<file path="src/hw/rtl/fit_policy_block_allocator_unit_defines.svh">
// assertion macros of the fit policy block allocator rtl
`ifndef FIT_POLICY_BLOCK_ALLOCATOR_UNIT_DEFINES_SVH
`define FIT_POLICY_BLOCK_ALLOCATOR_UNIT_DEFINES_SVH

`ifndef SYNTHESIS
// clocked check, off while reset is asserted
`define FPBA_ASSERT(name, prop, msg) \
  name: assert property (@(posedge clk_i) disable iff (!rst_ni) prop) else $error(msg);
// clocked check that also holds during reset
`define FPBA_ASSERT_ALWAYS(name, prop, msg) \
  name: assert property (@(posedge clk_i) prop) else $error(msg);
`else
`define FPBA_ASSERT(name, prop, msg)
`define FPBA_ASSERT_ALWAYS(name, prop, msg)
`endif

`endif

</file>
<file path="src/hw/rtl/fpba_pkg.sv">
// types, constants and helper functions of the fit policy block allocator
package fpba_pkg;

  localparam int NUM_BLOCKS      = 16;
  localparam int SIZE_BITS       = 16;
  localparam int AMOUNT_BITS     = 16;
  localparam int IN_INDEX_BITS   = 4;
  localparam int OUT_INDEX_BITS  = 4;
  localparam int LEFT_OVER_BITS  = 16;
  localparam int COUNT_BITS      = 5;
  localparam int POLICY_BITS     = 2;
  localparam int CFG_INDEX_BITS  = 2;
  localparam int CFG_DATA_BITS   = 5;

  // internal widths, wide enough for every field that meets them
  localparam int CLOG_BLOCKS = (NUM_BLOCKS > 1) ? $clog2(NUM_BLOCKS) : 1;
  localparam int IDX_W       = (CLOG_BLOCKS > IN_INDEX_BITS) ? CLOG_BLOCKS : IN_INDEX_BITS;
  localparam int CMP_BITS    = (SIZE_BITS > AMOUNT_BITS) ? SIZE_BITS : AMOUNT_BITS;
  localparam int CLOG_USE    = $clog2(NUM_BLOCKS + 1);
  localparam int USE_W       = (CLOG_USE > COUNT_BITS) ? CLOG_USE : COUNT_BITS;

  typedef enum logic [0:0] {
    OP_LOAD  = 1'b0,
    OP_ALLOC = 1'b1
  } op_e;

  typedef enum logic [POLICY_BITS-1:0] {
    POLICY_FIRST = 2'd0,
    POLICY_BEST  = 2'd1,
    POLICY_WORST = 2'd2
  } policy_e;

  typedef enum logic [CFG_INDEX_BITS-1:0] {
    CFG_FIT_POLICY  = 2'd0,
    CFG_BLOCK_COUNT = 2'd1
  } cfg_reg_e;

  typedef enum logic [0:0] {
    ST_IDLE = 1'b0,
    ST_SCAN = 1'b1
  } state_e;

  typedef struct packed {
    logic                     operation;
    logic [IN_INDEX_BITS-1:0] block_index;
    logic [AMOUNT_BITS-1:0]   amount;
    logic                     last_request;
  } in_t;

  typedef struct packed {
    logic                      granted;
    logic [OUT_INDEX_BITS-1:0] chosen_block;
    logic [LEFT_OVER_BITS-1:0] left_over;
    logic                      last_of_batch;
  } out_t;

  // running pick handed from cell to cell
  typedef struct packed {
    logic                 found;
    logic [IDX_W-1:0]     idx;
    logic [SIZE_BITS-1:0] size;
  } token_t;

  // broadcast control from the sequencer to every cell
  typedef struct packed {
    logic                   load;
    logic                   update;
    logic [POLICY_BITS-1:0] policy;
    logic [IDX_W-1:0]       idx;
    logic [AMOUNT_BITS-1:0] amount;
  } cell_cmd_t;

  function automatic logic fits(logic [SIZE_BITS-1:0] size, logic [AMOUNT_BITS-1:0] req);
    return CMP_BITS'(size) >= CMP_BITS'(req);
  endfunction

  function automatic logic [SIZE_BITS-1:0] size_sub(logic [SIZE_BITS-1:0]   size,
                                                    logic [AMOUNT_BITS-1:0] req);
    logic [CMP_BITS-1:0] diff;
    diff = CMP_BITS'(size) - CMP_BITS'(req);
    return diff[SIZE_BITS-1:0];
  endfunction

  function automatic logic [SIZE_BITS-1:0] load_size(logic [AMOUNT_BITS-1:0] amount);
    logic [CMP_BITS-1:0] wide;
    wide = CMP_BITS'(amount);
    return wide[SIZE_BITS-1:0];
  endfunction

  function automatic logic [LEFT_OVER_BITS-1:0] report_size(logic [SIZE_BITS-1:0] size);
    logic [CMP_BITS-1:0] wide;
    wide = CMP_BITS'(size);
    return wide[LEFT_OVER_BITS-1:0];
  endfunction

endpackage

</file>
<file path="src/hw/rtl/fpba_cell.sv">
// one table entry of the allocator chain: holds a block size and refines the passing pick
module fpba_cell (
  input  logic                           clk_i,
  input  logic                           rst_ni,
  input  fpba_pkg::cell_cmd_t            cmd_i,
  input  logic [fpba_pkg::IDX_W-1:0]     cell_index_i,
  input  logic                           in_use_i,
  input  logic                           tok_valid_i,
  input  fpba_pkg::token_t               tok_i,
  output logic                           tok_valid_o,
  output fpba_pkg::token_t               tok_o
);

  logic [fpba_pkg::SIZE_BITS-1:0] size_q;
  logic                           tok_valid_q;
  fpba_pkg::token_t               tok_q, tok_d;
  logic                           hit;
  logic                           take;
  logic                           is_best;
  logic                           is_worst;

  assign hit      = (cmd_i.idx == cell_index_i);
  assign is_best  = (cmd_i.policy == fpba_pkg::POLICY_BEST);
  assign is_worst = (cmd_i.policy == fpba_pkg::POLICY_WORST);

  always_comb begin
    take = tok_valid_i && in_use_i && fpba_pkg::fits(size_q, cmd_i.amount) &&
           (!tok_i.found ||
            (is_best && (size_q < tok_i.size)) ||
            (is_worst && (size_q > tok_i.size)));
    tok_d = tok_i;
    if (take) begin
      tok_d.found = 1'b1;
      tok_d.idx   = cell_index_i;
      tok_d.size  = size_q;
    end
  end

  // entry storage, undefined until loaded
  always_ff @(posedge clk_i) begin
    if (cmd_i.load && hit) begin
      size_q <= fpba_pkg::load_size(cmd_i.amount);
    end else if (cmd_i.update && hit) begin
      size_q <= fpba_pkg::size_sub(size_q, cmd_i.amount);
    end
  end

  always_ff @(posedge clk_i or negedge rst_ni) begin
    if (!rst_ni) begin
      tok_valid_q <= 1'b0;
    end else begin
      tok_valid_q <= tok_valid_i;
    end
  end

  always_ff @(posedge clk_i) begin
    tok_q <= tok_d;
  end

  assign tok_valid_o = tok_valid_q;
  assign tok_o       = tok_q;

endmodule

</file>
<file path="src/hw/rtl/fit_policy_block_allocator_unit.sv">
// top level of the fit policy block allocator: sequencer, config registers and cell chain
//
// A load item (operation 0) writes one block size at the edge where it is accepted and
// produces no result; busy_o stays low, so the next item may follow in the next cycle.
// An allocate item (operation 1) sends a pick token down a chain of NUM_BLOCKS cells, one
// cell per clock, each cell holding one block size and replacing the token's pick when its
// block fits better under the configured policy. busy_o rises with the scan state, registered
// at the accepting edge, and stays high while the token walks through the chain. When the
// token leaves the last cell the chosen block is reduced
// and the result is shown on result_o with result_valid_o high for exactly one cycle, the
// first cycle in which busy_o is low again. The receiver cannot stall: a result is taken at
// the edge that ends its cycle, so there is no backpressure path. Configuration writes are
// always ready and should only be issued while the block is idle. Block entries are
// undefined until loaded and must be loaded before an allocate covers them.
`include "fit_policy_block_allocator_unit_defines.svh"

module fit_policy_block_allocator_unit (
  input  logic                                clk_i,
  input  logic                                rst_ni,
  // item command channel
  input  logic                                start_i,
  output logic                                busy_o,
  input  fpba_pkg::in_t                       in_i,
  // result strobe channel
  output logic                                result_valid_o,
  output fpba_pkg::out_t                      result_o,
  // configuration write channel
  input  logic                                cfg_valid_i,
  output logic                                cfg_ready_o,
  input  logic [fpba_pkg::CFG_INDEX_BITS-1:0] cfg_index_i,
  input  logic [fpba_pkg::CFG_DATA_BITS-1:0]  cfg_data_i
);

  localparam int NB = fpba_pkg::NUM_BLOCKS;

  // config registers
  logic [fpba_pkg::POLICY_BITS-1:0] fit_policy_q;
  logic [fpba_pkg::COUNT_BITS-1:0]  block_count_q;
  logic                             cfg_write;

  // sequencer
  fpba_pkg::state_e state_q, state_d;
  fpba_pkg::in_t    req_q;
  logic             inject_q, inject_d;
  logic             accept;
  logic             load_go;
  logic             alloc_go;
  logic             tail_valid;

  // result register
  logic           result_valid_q, result_valid_d;
  fpba_pkg::out_t result_q, result_d;

  // cell chain
  fpba_pkg::cell_cmd_t            cmd;
  logic [NB:0]                    tok_valid;
  fpba_pkg::token_t               tok [NB+1];
  logic [NB-1:0]                  in_use;
  logic [fpba_pkg::USE_W-1:0]     blocks_used;
  logic [fpba_pkg::USE_W-1:0]     count_wide;

  // config port is always ready, unknown indexes are dropped
  assign cfg_ready_o = 1'b1;
  assign cfg_write   = cfg_valid_i && cfg_ready_o;

  always_ff @(posedge clk_i or negedge rst_ni) begin
    if (!rst_ni) begin
      fit_policy_q  <= fpba_pkg::POLICY_FIRST;
      block_count_q <= '0;
    end else if (cfg_write) begin
      case (cfg_index_i)
        fpba_pkg::CFG_FIT_POLICY:  fit_policy_q  <= cfg_data_i[fpba_pkg::POLICY_BITS-1:0];
        fpba_pkg::CFG_BLOCK_COUNT: block_count_q <= cfg_data_i[fpba_pkg::COUNT_BITS-1:0];
        default: ;
      endcase
    end
  end

  // a block count above the table size covers the whole table
  assign count_wide  = fpba_pkg::USE_W'(block_count_q);
  assign blocks_used = (count_wide > fpba_pkg::USE_W'(NB)) ? fpba_pkg::USE_W'(NB) : count_wide;

  // handshake and next state
  assign accept     = start_i && !busy_o;
  assign load_go    = accept && (in_i.operation == fpba_pkg::OP_LOAD);
  assign alloc_go   = accept && (in_i.operation == fpba_pkg::OP_ALLOC);
  assign tail_valid = tok_valid[NB];

  always_comb begin
    state_d  = state_q;
    inject_d = 1'b0;
    busy_o   = 1'b0;
    case (state_q)
      fpba_pkg::ST_IDLE: begin
        if (alloc_go) begin
          state_d  = fpba_pkg::ST_SCAN;
          inject_d = 1'b1;
        end
      end
      fpba_pkg::ST_SCAN: begin
        busy_o = 1'b1;
        // token has passed every cell, result goes out this edge
        if (tail_valid) begin
          state_d = fpba_pkg::ST_IDLE;
        end
      end
      default: begin
        state_d = fpba_pkg::ST_IDLE;
      end
    endcase
  end

  always_ff @(posedge clk_i or negedge rst_ni) begin
    if (!rst_ni) begin
      state_q  <= fpba_pkg::ST_IDLE;
      inject_q <= 1'b0;
    end else begin
      state_q  <= state_d;
      inject_q <= inject_d;
    end
  end

  // request held for the whole walk
  always_ff @(posedge clk_i) begin
    if (alloc_go) begin
      req_q <= in_i;
    end
  end

  // broadcast command: loads come from the port, scans use the held amount and tail index
  always_comb begin
    cmd.load   = load_go;
    cmd.update = tail_valid && tok[NB].found;
    cmd.policy = fit_policy_q;
    if (busy_o) begin
      cmd.idx    = tok[NB].idx;
      cmd.amount = req_q.amount;
    end else begin
      cmd.idx    = fpba_pkg::IDX_W'(in_i.block_index);
      cmd.amount = in_i.amount;
    end
  end

  // empty token enters the head of the chain
  assign tok_valid[0] = inject_q;
  always_comb begin
    tok[0]       = '0;
    tok[0].found = 1'b0;
  end

  for (genvar j = 0; j < NB; j++) begin : g_cell
    assign in_use[j] = (fpba_pkg::USE_W'(j) < blocks_used);

    fpba_cell u_cell (
      .clk_i        (clk_i),
      .rst_ni       (rst_ni),
      .cmd_i        (cmd),
      .cell_index_i (fpba_pkg::IDX_W'(j)),
      .in_use_i     (in_use[j]),
      .tok_valid_i  (tok_valid[j]),
      .tok_i        (tok[j]),
      .tok_valid_o  (tok_valid[j+1]),
      .tok_o        (tok[j+1])
    );
  end

  // result formatting at the tail, new size matches what the chosen cell stores
  always_comb begin
    result_valid_d         = tail_valid;
    result_d.granted       = tok[NB].found;
    result_d.chosen_block  = '0;
    result_d.left_over     = '0;
    result_d.last_of_batch = req_q.last_request;
    if (tok[NB].found) begin
      result_d.chosen_block = tok[NB].idx[fpba_pkg::OUT_INDEX_BITS-1:0];
      result_d.left_over    =
        fpba_pkg::report_size(fpba_pkg::size_sub(tok[NB].size, req_q.amount));
    end
  end

  always_ff @(posedge clk_i or negedge rst_ni) begin
    if (!rst_ni) begin
      result_valid_q <= 1'b0;
    end else begin
      result_valid_q <= result_valid_d;
    end
  end

  always_ff @(posedge clk_i) begin
    if (tail_valid) begin
      result_q <= result_d;
    end
  end

  assign result_valid_o = result_valid_q;
  assign result_o       = result_q;

  // at most one token in flight
  `FPBA_ASSERT_ALWAYS(a_one_token, $onehot0(tok_valid), "more than one pick token in the chain")
  // an accepted allocate keeps the block busy for the walk
  `FPBA_ASSERT(a_alloc_busy, alloc_go |=> busy_o, "allocate accepted without going busy")
  // the strobe is a single cycle pulse
  `FPBA_ASSERT(a_strobe_pulse, result_valid_q |=> !result_valid_q, "result strobe held")
  // a refused request reports zero block and zero size
  `FPBA_ASSERT(a_refused_zero,
    (result_valid_q && !result_q.granted) |-> (result_q.chosen_block == '0 && result_q.left_over == '0),
    "refused request with nonzero fields")
  // the token only walks while scanning
  `FPBA_ASSERT(a_token_scan, (tok_valid != '0) |-> (state_q == fpba_pkg::ST_SCAN),
    "pick token outside a scan")

endmodule

</file>
<file path="config.mk">
export PLATFORM = sky130hd
export DESIGN_NAME = fit_policy_block_allocator_unit
export DESIGN_NICKNAME = d
export VERILOG_FILES = /design/src/hw/rtl/fpba_pkg.sv /design/src/hw/rtl/fpba_cell.sv /design/src/hw/rtl/fit_policy_block_allocator_unit.sv
export VERILOG_INCLUDE_DIRS = /design/src /design/src/hw/rtl
export SDC_FILE = /design/constraint.sdc
export NUM_CORES = 2
export LEC_CHECK = 0
export ABC_AREA = 1
export BUFFER_PORTS_ARGS = -buffer_cell sky130_fd_sc_hd__clkbuf_2
export CAP_MARGIN = 20
export CORE_ASPECT_RATIO = 1.2
export CORE_UTILIZATION = 50
export DETAILED_ROUTE_END_ITERATION = 7
export HOLD_SLACK_MARGIN = 0.12
export PLACE_DENSITY = 0.64
export SYNTH_ARGS = -nofsm -noshare
export SYNTH_HDL_FRONTEND = slang
export SYNTH_SLANG_ARGS = --single-unit
</file>
<file path="constraint.sdc">
create_clock -name clk_i -period 4.65 [get_ports clk_i]
set_input_delay 0.465 -clock clk_i [delete_from_list [all_inputs] [get_ports clk_i]]
set_output_delay 0.465 -clock clk_i [all_outputs]
set_load 0.05 [all_outputs]
</file>
==> results by group <==
Status
  – Outcome: completed

Setup path
  – Data required, critical path: slightly above 5 ns
  – FF-to-FF path depth: 12
  – Worst path max stage delay: 0.84 ns
  – Worst-path cell with the longest stage delay: o21ai_4
  – Setup crit end kind: register
  – R2R Path End: g_cell[7].u_cell.tok_o[9]
  – Crit-path cells: buf_12 -> o21ai_4 -> ha_1 -> inv_1 -> o21bai_1 -> nand3_1 -> nand3_1 -> o21bai_1 -> nor2_2 -> nand2_1 -> nand2_1 -> nand2_1
  – CP Depth: 12
  – WS Path Type: register to register
  – FF-to-FF setup slack: between 0.6 and 0.7 ns
  – CP endpoint: g_cell[7].u_cell.tok_o[9]
  – FF-to-FF Start: state_q
  – CP Launch Type: register
  – Crit path max-delay family: simple AND/OR/NAND/NOR gates
  – Crit path launch: state_q
  – CP arrival: roughly 4.5 ns
  – Crit-path max FO: 29
  – Critical path buffer and inverter count: 2
  – CP dominant cell by count: nand2_1

Routing
  – Via count: around 39000
  – Iteration-0 DRC Markers: slightly above 3000
  – Vias/cell: about 5.5
  – Remaining antenna violation count: 0
  – Drt wl/cell: approximately 19 um
  – Drt total wl: ~140000 um
  – Drt first pass iters: 8
  – DRC viols: 0

Worst hold path
  – Hold Path Class: input pin to register

CTS
  – Clk root buf: clkbuf_16
  – Clock buffer depth: 3
  – Clock Pin Slew Worst Setup and Hold Paths: approximately 0.060 ns
  – CTS tree: built
  – CTS buffer count: between 70 and 80
  – H-tree depth: 3
  – Cts hold-fix bufs: 19
  – Post-CTS Setup Repair Bufs: 0
  – Clock Sinks: between 600 and 700
  – CTS resizes: 0
  – Later-pin clock latency in the skew report: about 0.64 ns

Layout
  – Register area: ~16000 um^2
  – Layout Area Growth over Synthesis: 11.2%
  – Final #Nets: 6551
  – Layout cell share with drive strength beyond 1: 0.0655
  – Multi-input logic area: roughly 25000 um^2
  – Fill cells: 8147
  – Final non-filler cell total: 7190
  – Antenna Cells: 0

Synth
  – Cell accounting for the most synthesized area: edfxtp_1
  – Post-synth top area share: 0.201
  – FF+latch count, synth: between 600 and 700
  – Mean post-synth cell area: 7.52 um^2
  – Synth warnings: 0
  – Register area share after synthesis: 0.362
  – Mapped Cells: approximately 6000
  – Net Count, Synth: about 6400
  – Synth cell types: 47
  – Syn Std Cell Area: 44000 um^2
  – Top cells by area, synth: edfxtp_1, dfxtp_1, ha_1, nand2_1, inv_1

Power
  – LEAKAGE: about 23 nW
  – Power per cell area: approximately 250 nW/um^2
  – Tot Pwr: between 10 and 15 mW
  – Worst VDD drop: ~0.00024 V

Timing
  – Final Critical Period: between 3 and 4 ns
  – Setup TNS: 0 ns
  – FMAX: about 0.25 GHz
  – Clk_skew: ~0.038 ns
  – Slew @ Worst Pin: ~1.1 ns
  – Unrepaired setup endpoints after global routing: false
  – Final-report setup violation count: 0
  – Fin. Hold Viols: 0
  – Period utilization: 0.858
  – Max-slew headroom: 0.250
  – Final Slew Violations: 0

Floorplan
  – I/O Pins: between 50 and 60
  – Die area: 89200 um^2
  – Core Region: between 80000 and 90000 um^2
  – Initial Utilization: 0.508
  – DIE HEIGHT: between 300 and 400 um
  – Rows: between 100 and 150
  – Die X: between 200 and 300 um

Global route
  – Pin count of the biggest net entering global routing: 33
  – Initial antenna violation count: 2
  – GRT Total Usage: 0.306
  – GRT overflow: 0
  – Vias in the first global route: 37400
  – First-pass GRT wire length: approximately 210000 um

Placement
  – Buffers on Ports: 56
  – HPWL after detailed placement: about 100000 um
  – Routability congestion estimate: around 0.96
  – Placed cells: approximately 7000

Run
  – Max Cap Violations: 0
[area by class of cell]
type | count | share of cell area
clock buffers | 110 | 0.0482
clock inverters | 26 | 0.00473
inverters | 747 | 0.0574
multi-input cells | 4357 | 0.508
flip-flops and latches | 642 | 0.326
well taps | 1140 | 0.0292
repair buffers | 168 | 0.0270
[worst min path at each step]
stage / startpoint / to / slack (ns) / depth (start not counted)
after floorplan: rst_ni / block_count_q[0] / 0.17 / 0
after global placement: g_cell[12].u_cell.tok_valid_o / g_cell[13].u_cell.tok_valid_o / 0.36 / 0
after detailed placement: g_cell[12].u_cell.tok_valid_o / g_cell[13].u_cell.tok_valid_o / 0.36 / 0
after CTS: start_i / state_q / 0.14 / 3
after global routing: start_i / state_q / 0.18 / 3
final: start_i / state_q / 0.17 / 3
[cells by family (layout without fill, tap and decap cells)]
group | after synthesis | count (layout) | share of synthesized area
compound gates | 859 | 859 | 0.110
xor+xnor | 147 | 147 | 0.0293
fa+ha+maj | 528 | 528 | 0.153
buf+inv | 857 | 1051 | 0.0795
flops | 642 | 642 | 0.362
mux | 1 | 1 | 0.000227
other cells | 1 | 1 | 0.0000852
simple gates | 2821 | 2821 | 0.266
[power breakdown]
part	switching [mW]	internal [mW]	total [mW]	leakage, nW
sequential	0.0137	5.87	5.88	5.58
clock	2.47	3.69	6.16	1.29
combinational	0.105	0.0458	0.151	16.3
total	2.59	9.61	12.2	23.1
[tightest hold or removal path: cells and delay by family]
kind | cells | cell delay, ns
buf+inv | 1 | 0.12
simple gates | 1 | 0.12
compound gates | 1 | 0.08
[through the flow]
stage | utilization | setup WS, ns | area [um^2] | hold slack [ns]
6_report | 0.565 | 0.659 | 48900 | 0.175
3_3_place_gp | 0.532 | 0.698 | 46100 | 0.358
5_1_grt | 0.565 | 0.494 | 48900 | 0.184
2_1_floorplan | - | 0.575 | 44000 | 0.169
4_1_cts | 0.565 | 0.697 | 48900 | 0.141
3_5_place_dp | 0.532 | 0.713 | 46100 | 0.358
[flip-flops by register name, indices dropped and copies added (netlist names)]
signal / flops
state_q: 1
result_valid_o: 1
g_cell.u_cell.size_q: 256
req_q: 17
fit_policy_q: 2
inject_q: 1
g_cell.u_cell.tok_valid_o: 16
g_cell.u_cell.tok_o: 321
block_count_q: 5
result_o: 22
[layout by cell type, fill, tap and decap left out, types with 18 or more instances in the layout]
cell type,n
a21boi_0,37
a21o_1,41
a21oi_1,320
buf_4,81
clkbuf_16,84
clkbuf_2,56
dfrtp_1,25
dfxtp_1,321
dlygate4sd3_1,19
edfxtp_1,295
ha_1,511
inv_1,727
inv_2,18
nand2_1,1689
nand2_2,25
nand3_1,542
nand4_1,44
nor2_1,409
nor3_1,48
o21ai_0,223
o21ai_1,133
o21bai_1,61
xnor2_1,36
xor2_1,111
[layer usage]
metal / vias to the layer above / track usage / share of wire
met5: - / 0 / 0.000051
met1: 18200 / 0.399 / 0.43
li1: 19600 / - / -
met2: 1164 / 0.517 / 0.47
met4: 2 / 0.124 / 0.041
met3: 270 / 0.0298 / 0.058
[Yosys cell counts, drive strengths merged]
cell type     n
dfrtp        26
a22oi         1
inv         747
a21boi       37
a21o         41
or2          14
fa           17
nor4          1
mux2i         1
o21ai       375
a211oi        1
xor2        111
nand2      1725
o21bai       61
buf          89
o211a         1
edfxtp      295
o21a          3
dfxtp       321
nand3b        9
nand4        44
a31oi         7
and3          2
ha          511
nand3       544
xnor2        36
conb          1
o22ai         1
nor2        418
nor3         64
clkbuf       21
a21oi       331
No activity file was read; power rests on OpenSTA's default activity.
